[config.mk]
export PLATFORM = sky130hd
export DESIGN_NAME = float32_magnitude_adder_core
export DESIGN_NICKNAME = d
export VERILOG_FILES = /design/src/fma_pkg.sv /design/src/fma_align.sv /design/src/float32_magnitude_adder_core.sv
export VERILOG_INCLUDE_DIRS = /design/src /design/src/src
export SDC_FILE = /design/constraint.sdc
export NUM_CORES = 1
export LEC_CHECK = 0
export ABC_CLOCK_PERIOD_IN_PS = 7600
export BUFFER_PORTS_ARGS = -buffer_cell sky130_fd_sc_hd__buf_2
export CORE_ASPECT_RATIO = 0.75
export CORE_UTILIZATION = 35
export CTS_BUF_LIST = sky130_fd_sc_hd__clkbuf_4 sky130_fd_sc_hd__clkbuf_8 sky130_fd_sc_hd__clkbuf_16
export CTS_CLUSTER_DIAMETER = 50
export CTS_CLUSTER_SIZE = 20
export DETAILED_ROUTE_END_ITERATION = 8
export SYNTH_ARGS = -nofsm -noshare
export SYNTH_HDL_FRONTEND = slang
export SYNTH_SLANG_ARGS = --single-unit
[constraint.sdc]
create_clock -name clk -period 7.6 [get_ports clk]
set_input_delay 1.52 -clock clk [delete_from_list [all_inputs] [get_ports clk]]
set_output_delay 1.52 -clock clk [all_outputs]
set_load 0.005 [all_outputs]
[src/float32_magnitude_adder_core_macros.svh]
// Assertion macros for the float32 magnitude adder core
`ifndef FLOAT32_MAGNITUDE_ADDER_CORE_MACROS_SVH
`define FLOAT32_MAGNITUDE_ADDER_CORE_MACROS_SVH
`ifndef SYNTHESIS
`define FMA_ASSERT_IMPL(label, ante, cons, msg) \
	label: assert property (@(posedge clk) disable iff (!arst_n) (ante) |-> (cons)) \
		else $error(msg);
`define FMA_ASSERT_NEXT(label, ante, cons, msg) \
	label: assert property (@(posedge clk) disable iff (!arst_n) (ante) |=> (cons)) \
		else $error(msg);
`else
`define FMA_ASSERT_IMPL(label, ante, cons, msg)
`define FMA_ASSERT_NEXT(label, ante, cons, msg)
`endif
`endif

[src/fma_pkg.sv]
`timescale 1ns / 1ps
// ----------------------------------------------------------------------------
// fma_pkg
// Widths and stage record types shared by the magnitude adder core.
// ----------------------------------------------------------------------------
package fma_pkg;
	localparam int FRAC_BITS = 23;
	localparam int EXP_BITS  = 8;
	localparam int SIG_BITS  = FRAC_BITS + 1;
	localparam int SHIFT_BITS = $clog2(SIG_BITS + 1);

	typedef logic [FRAC_BITS-1:0] frac_t;
	typedef logic [EXP_BITS-1:0]  exp_t;
	typedef logic [SIG_BITS-1:0]  sig_t;

	// operands after ordering
	typedef struct packed {
		logic  bypass;
		logic  byp_sign;
		exp_t  byp_exp;
		frac_t byp_frac;
		logic  l_sign;
		exp_t  l_exp;
		frac_t l_frac;
		frac_t s_frac;
		exp_t  diff;
	} ord_t;
endpackage

[src/fma_align.sv]
`timescale 1ns / 1ps
// ----------------------------------------------------------------------------
// fma_align
// Barrel shift of the smaller significand by the exponent difference.
// ----------------------------------------------------------------------------
module fma_align (
	input  fma_pkg::frac_t s_frac,
	input  fma_pkg::exp_t  diff,
	output fma_pkg::sig_t  sig
);
	import fma_pkg::*;

	always_comb begin
		if (diff > exp_t'(FRAC_BITS)) begin
			sig = '0;
		end else begin
			sig = {1'b1, s_frac} >> diff[SHIFT_BITS-1:0];
		end
	end
endmodule

[src/float32_magnitude_adder_core.sv]
`timescale 1ns / 1ps
// ----------------------------------------------------------------------------
// float32_magnitude_adder_core
// Three-stage pipelined magnitude adder for single-precision fields.
// ----------------------------------------------------------------------------
// Takes one request per clock while in_stall is low. Each result passes
// through the compare, align and add/normalize register stages, in that
// order, before it is on the output. A stall freezes all stages only when
// the pipeline is full; bubbles are squeezed out.
`include "float32_magnitude_adder_core_macros.svh"
module float32_magnitude_adder_core (
	input  logic           clk,
	input  logic           arst_n,
	input  logic           in_valid,
	output logic           in_stall,
	input  logic           a_sign,
	input  fma_pkg::exp_t  a_exp,
	input  fma_pkg::frac_t a_frac,
	input  logic           b_sign,
	input  fma_pkg::exp_t  b_exp,
	input  fma_pkg::frac_t b_frac,
	output logic           out_valid,
	input  logic           out_stall,
	output logic           sum_sign,
	output fma_pkg::exp_t  sum_exp,
	output fma_pkg::frac_t sum_frac,
	output logic           exp_overflow
);
	import fma_pkg::*;

	logic v_s1, v_s2, v_s3;
	logic adv1, adv2, adv3;
	ord_t ord_c, ord_s1, ord_s2;
	sig_t small_c, small_s2;
	logic [SIG_BITS:0] sum_c;
	logic a_zero, b_zero, a_big;
	logic sign_s3, ovf_s3;
	exp_t exp_s3;
	frac_t frac_s3;

	assign adv3 = !v_s3 || !out_stall;
	assign adv2 = !v_s2 || adv3;
	assign adv1 = !v_s1 || adv2;
	assign in_stall = !adv1;

	// stage 1: zero detect and ordering
	always_comb begin
		a_zero = (a_exp == '0) && (a_frac == '0);
		b_zero = (b_exp == '0) && (b_frac == '0);
		a_big = (a_exp > b_exp) || ((a_exp == b_exp) && (a_frac > b_frac));
		ord_c.bypass   = a_zero || b_zero;
		ord_c.byp_sign = a_zero ? b_sign : a_sign;
		ord_c.byp_exp  = a_zero ? b_exp : a_exp;
		ord_c.byp_frac = a_zero ? b_frac : a_frac;
		ord_c.l_sign   = a_big ? a_sign : b_sign;
		ord_c.l_exp    = a_big ? a_exp : b_exp;
		ord_c.l_frac   = a_big ? a_frac : b_frac;
		ord_c.s_frac   = a_big ? b_frac : a_frac;
		ord_c.diff     = a_big ? (a_exp - b_exp) : (b_exp - a_exp);
	end

	// stage 2: align
	fma_align u_align (
		.s_frac(ord_s1.s_frac),
		.diff  (ord_s1.diff),
		.sig   (small_c)
	);

	// stage 3: add and normalize
	assign sum_c = {1'b0, 1'b1, ord_s2.l_frac} + {1'b0, small_s2};

	always_ff @(posedge clk or negedge arst_n) begin
		if (!arst_n) begin
			v_s1 <= 1'b0;
			v_s2 <= 1'b0;
			v_s3 <= 1'b0;
		end else begin
			if (adv1) v_s1 <= in_valid;
			if (adv2) v_s2 <= v_s1;
			if (adv3) v_s3 <= v_s2;
		end
	end

	always_ff @(posedge clk) begin
		if (adv1 && in_valid) ord_s1 <= ord_c;
		if (adv2 && v_s1) begin
			ord_s2   <= ord_s1;
			small_s2 <= small_c;
		end
		if (adv3 && v_s2) begin
			if (ord_s2.bypass) begin
				sign_s3 <= ord_s2.byp_sign;
				exp_s3  <= ord_s2.byp_exp;
				frac_s3 <= ord_s2.byp_frac;
				ovf_s3  <= 1'b0;
			end else begin
				sign_s3 <= ord_s2.l_sign;
				if (sum_c[SIG_BITS]) begin
					exp_s3  <= ord_s2.l_exp + exp_t'(1);
					frac_s3 <= sum_c[FRAC_BITS:1];
					ovf_s3  <= (ord_s2.l_exp == '1);
				end else begin
					exp_s3  <= ord_s2.l_exp;
					frac_s3 <= sum_c[FRAC_BITS-1:0];
					ovf_s3  <= 1'b0;
				end
			end
		end
	end

	assign out_valid    = v_s3;
	assign sum_sign     = sign_s3;
	assign sum_exp      = exp_s3;
	assign sum_frac     = frac_s3;
	assign exp_overflow = ovf_s3;

	`FMA_ASSERT_IMPL(a_ovf_zero_exp, out_valid && exp_overflow, sum_exp == '0,
		"overflow with nonzero exponent")
	`FMA_ASSERT_NEXT(a_hold_out, out_valid && out_stall, out_valid && $stable(sum_frac),
		"stalled result changed")
	`FMA_ASSERT_IMPL(a_stall_full, in_stall, v_s1 && v_s2 && v_s3 && out_stall,
		"input stalled with a bubble in the pipe")
endmodule
Word-level counts from Yosys, hierarchy flattened
Index checks and enable logic that the tools add are counted.
{ "word_totals": {"ff_bits": 221, "word_cells": 69, "output_inout_bits": 35, "input_bits": 68} }
{ "classes": {"n_bitwise": 1, "n_shift": 1, "add_sub_neg": 4, "eq_ne": 2, "magnitude_cmp": 3, "muxes": 13, "n_reduce_logical": 21} }
{ "op_table": {"columns": ["op", "n"], "rows": [
  ["$mux W23", 5],
  ["$logic_not A23 Y1", 2],
  ["$mux W8", 5],
  ["$add A24 B24 Y25", 1],
  ["$shr A24 B5 Y24", 1],
  ["$gt A23 B23 Y1", 1],
  ["$logic_not A8 Y1", 2],
  ["$sub A8 B8 Y8", 2],
  ["$add A8 B1 Y8 const B", 1],
  ["$eq A8 B8 Y1", 1],
  ["$eq A8 B8 Y1 const B", 1],
  ["$gt A8 B5 Y1 const B", 1],
  ["$gt A8 B8 Y1", 1],
  ["$logic_and A1 B1 Y1", 6],
  ["$logic_not A1 Y1", 5],
  ["$logic_or A1 B1 Y1", 5],
  ["$mux W1", 3],
  ["$reduce_or A2 Y1", 1],
  ["$not A1 Y1", 1]
]} }

Longest topological paths before layout
{ "depth": {"ltp_word": 5, "ltp_mapped": 13, "depth_no_buf": 11} }

Modules after synthesis
Synthesis repeated with hierarchy kept, for this count alone.
{ "unflattened": {"cells_unflattened": 1004, "hier_area_um2": 12181.7} }
{ "modules_own_cells": {"columns": ["mod", "cells_per_inst", "area_each_um2", "instances", "seq_area_each_um2"], "rows": [
  ["float32_magnitude_adder_core", 857, 10955.5, 1, 6621.4],
  ["fma_align", 147, 1226.2, 1, 0.0]
]} }

Least setup slack after synthesis
Ideal clock, no wire load.
{ "synth_timing": {"path_type": "input -> register", "start": "input port out_stall", "end": "register ovf_s3, in the netlist exp_overflow, enable pin", "required_ns": 7.126, "path_buffers": 0, "setup_ns": 0.474, "arrival_time_ns": 3.946, "path_stages": 1, "path_slack_ns": 3.180, "path_cell_list": "a21boi_0"} }
{ "synth_between": {"elab_chain_len": 3} }
{ "synth_rtl": {"columns": ["item", "line", "text"], "rows": [
  ["start: declaration", "float32_magnitude_adder_core.sv:23", "input logic out_stall,"],
  ["$logic_not A1 Y1", "float32_magnitude_adder_core.sv:41", "assign adv3 = !v_s3 || !out_stall;"],
  ["$logic_or A1 B1 Y1", "float32_magnitude_adder_core.sv:41", null],
  ["$logic_and A1 B1 Y1", "float32_magnitude_adder_core.sv:90", "if (adv3 && v_s2) begin"],
  ["end signal: assignment", "float32_magnitude_adder_core.sv:101", "ovf_s3 <= (ord_s2.l_exp == '1);"],
  ["end: declaration", "float32_magnitude_adder_core.sv:37", "logic sign_s3, ovf_s3;"]
]} }
No other way between the ends.
A chain may end at the register's enable or synchronous reset.

==> flow_summary.ini <==
[setup_path]
crit_type = in -> reg
critPathCaptureType = flop
critPathMaxFanout = 34
worstPathRequired_ps = 7880
critPathArrivalTime_ps = 4800
start_kind = input pin

[clocking]
cts_sinks = 221
cts_tree = done
cts_resized = 0
root_buffer = clkbuf_16
clockBufferDepth = 3
ctsHtreeMaxLevel = 1
cts-buffers-inserted = 24
clock_latency_ps = 540
cts_setup_buffers = 0
path_clk_slew_ps = 80
cts.hold.buffers_added = 0

[sta]
relSlewSlack = 0.227
finalHoldViolations = 0
setup_tns_ps = 0
fin_crit_sh = 0.595
setup_viol = 0
finalClockSkew_ps = 20.1
period_minus_slack_ps = 4520
rsz0062_at_grt = false
hold_slack_ps = 423
layout_setup_ws_ps = 3080
final_max_slew_viol_count = 0
clock.fmax_ghz = 0.221
tightestPinTransition_ps = 1160

[route]
wl_per_cell_um = 19.5
vias_per_cell = 5.30
drt_iter0_markers = 743
drt_wl_total_mm = 30.8
vias = 8364
final_antenna_net_count = 0
drc = 0
drt-pass1-iter-count = 8

[floorplan]
initial_core_util = 0.359
coreArea_mm2 = 0.0338
die_h_um = 163
ioPinCount = 103
die_w_um = 217
rows = 58
dieArea_mm2 = 0.0355

[pwr]
p_total_mw = 3.62
ir_drop_v = 0.000126
p_leak_nw = 5.61
powerDensity_mw_per_mm2 = 258

[placement]
placed_cell_area_mm2 = 0.0131
place_congestion = 0.893
dp.cells = 1534
portBuffers = 102
pre_cts_ws_ps = 2570
place_hpwl_mm = 23.2

[logic_synthesis]
ys_seq_area_frac = 0.545
yosysWarnings = 0
synth_cell_type_count = 61
yosys_most_used_dff = edfxtp_1
synth_nets = 1150
yosysTopAreaCell = edfxtp_1
ys_seq_elements = 221
synth_edf_count = 218
async_reset_ff_frac = 0.0136
synth_top_area_frac = 0.539
postSynthAreaPerCell_um2 = 11.9
netlist_instances = 1017
synth_area_leaders = edfxtp_1 (54%), ha_1 (6.4%), mux2_4 (3.0%)
synth_area_mm2 = 0.0122

[grt]
met2_usage = 0.253
top_usage_layer = met1
grt_max_degree = 76
grt_pass1_vias = 7936
use_met3 = 0.0294
antenna_found_initial = 1
grt_use_total = 0.174
met1_usage = 0.269
gr-total-overflow = 0
grt_pass1_wl_mm = 46.8

[final_layout]
num-nets-final = 1243
fin_cells = 1578
final_cell_area_mm2 = 0.0140
fin_util = 0.414
drive_gt1_frac = 0.199
synthToLayoutAreaGrowth_pct = 15.2
diodes = 0

[min_path]
min_path_type = reg -> reg

[job]
maxCapViolCount = 0

[outcome]
status = finished, final reports clean
[sequential cells by signal, summed over array words and instances (netlist names)]
| signal | cells |
|---|---|
| small_s2 | 24 |
| exp_overflow | 1 |
| v_s1 | 1 |
| ord_s1 | 96 |
| sum_exp | 8 |
| out_valid | 1 |
| sum_frac | 23 |
| sum_sign | 1 |
| ord_s2 | 65 |
| v_s2 | 1 |
[synthesized netlist by cell type, types with 5 or more instances]
library cell	n
nor2b_1	16
mux2i_1	31
o21ai_2	9
buf_1	7
a211oi_1	19
mux2_2	8
clkbuf_1	25
edfxtp_1	218
xnor2_1	17
o211ai_1	7
nand2b_1	5
o21ai_0	64
a21boi_0	6
a21oi_1	52
mux4_2	15
mux2_4	24
and2_1	8
nor3_1	23
nor4_1	19
buf_6	5
nand4_1	12
or2_2	5
nand2_1	78
o21ai_1	13
xor2_1	10
inv_1	60
ha_1	62
a21o_1	43
nand3_1	36
nor2_1	54
a31oi_1	8
[logic make-up after synthesis]
| logic type | count (synthesis) | synth area share |
|---|---|---|
| flip-flops | 221 | 0.545 |
| buffers and inverters | 105 | 0.0367 |
| AO/OA/AOI/OAI | 251 | 0.132 |
| adder cells (fa/ha/maj) | 65 | 0.0688 |
| AND/OR/NAND/NOR | 270 | 0.107 |
| multiplexers | 78 | 0.0904 |
| XOR/XNOR | 27 | 0.0195 |
[power breakdown]
part / internal [mW] / switching [mW]
Combinational: 0.309 / 0.437
Sequential: 1.52 / 0.0773
Clock: 0.687 / 0.590
Total: 2.51 / 1.10
[worst paths after layout]
path | startpoint | to | slack, ps | cells after the start
setup / recovery | a_exp[0] | ord_s1[62]$_DFFE_PP_ | 3080 | 13
setup reg to reg | ord_s2[31]$_DFFE_PP_ | sum_exp[3]$_DFFE_PP_ | 3910 | 11
hold / removal | ord_s1[50]$_DFFE_PP_ | ord_s2[50]$_DFFE_PP_ | 420 | 0
hold reg to reg | ord_s1[50]$_DFFE_PP_ | ord_s2[50]$_DFFE_PP_ | 420 | 0
max in group asynchronous | arst_n | v_s1$_DFFE_PN0N_ | 6730 | 1
min in group asynchronous | arst_n | v_s2$_DFFE_PN0P_ | 760 | 1
[cell type report]
cell class                      instances  area, um^2
Tap cell                              450         563
Sequential cell                       221        6620
Multi-Input combinational cell        691        5110
Clock inverter                         19         274
Inverter                               61         229
Timing Repair Buffer                  111         578
Clock buffer                           25         626
Fill cell                            3174       19800
[critical path: stages]
cell      delay (ps)
buf_2            130
inv_1             70
ha_1             220
fa_1             430
nor2b_4          140
o21ai_2           50
nand2b_1         120
a21o_1           130
a21o_1           210
o41ai_4          170
nor2_4           670
buf_4            570
mux2_4           340
[cells in the final DEF, fill, tap and decap left out, types with 4 or more instances in the layout]
master / count
nor2b_1: 16
mux2_4: 24
clkbuf_16: 25
or2_2: 5
o21ai_1: 13
buf_4: 9
nand3_1: 36
inv_1: 60
o21ai_0: 64
a21oi_1: 52
nor4_1: 19
a22oi_1: 4
nand2_1: 78
xor2_1: 10
mux2_2: 8
mux2i_1: 31
a21boi_0: 5
ha_1: 62
buf_2: 102
a31oi_1: 8
nand4_1: 12
a211oi_1: 19
edfxtp_1: 218
o21a_1: 4
nand2b_1: 5
clkinv_8: 8
and2_1: 6
mux4_2: 15
o211ai_1: 7
o21ai_2: 9
a21o_1: 43
xnor2_1: 17
nor2_1: 53
nor3_1: 23
[metal layers]
| metal | share of wire | up-vias | wire length (um) |
|---|---|---|---|
| met5 | 0.00055 | - | 17 |
| met1 | 0.51 | 4036 | 15800 |
| met2 | 0.42 | 259 | 12900 |
| met3 | 0.056 | 37 | 1710 |
| li1 | - | 4030 | - |
| met4 | 0.014 | 2 | 438 |
No activity file was read; power rests on OpenSTA's default activity.
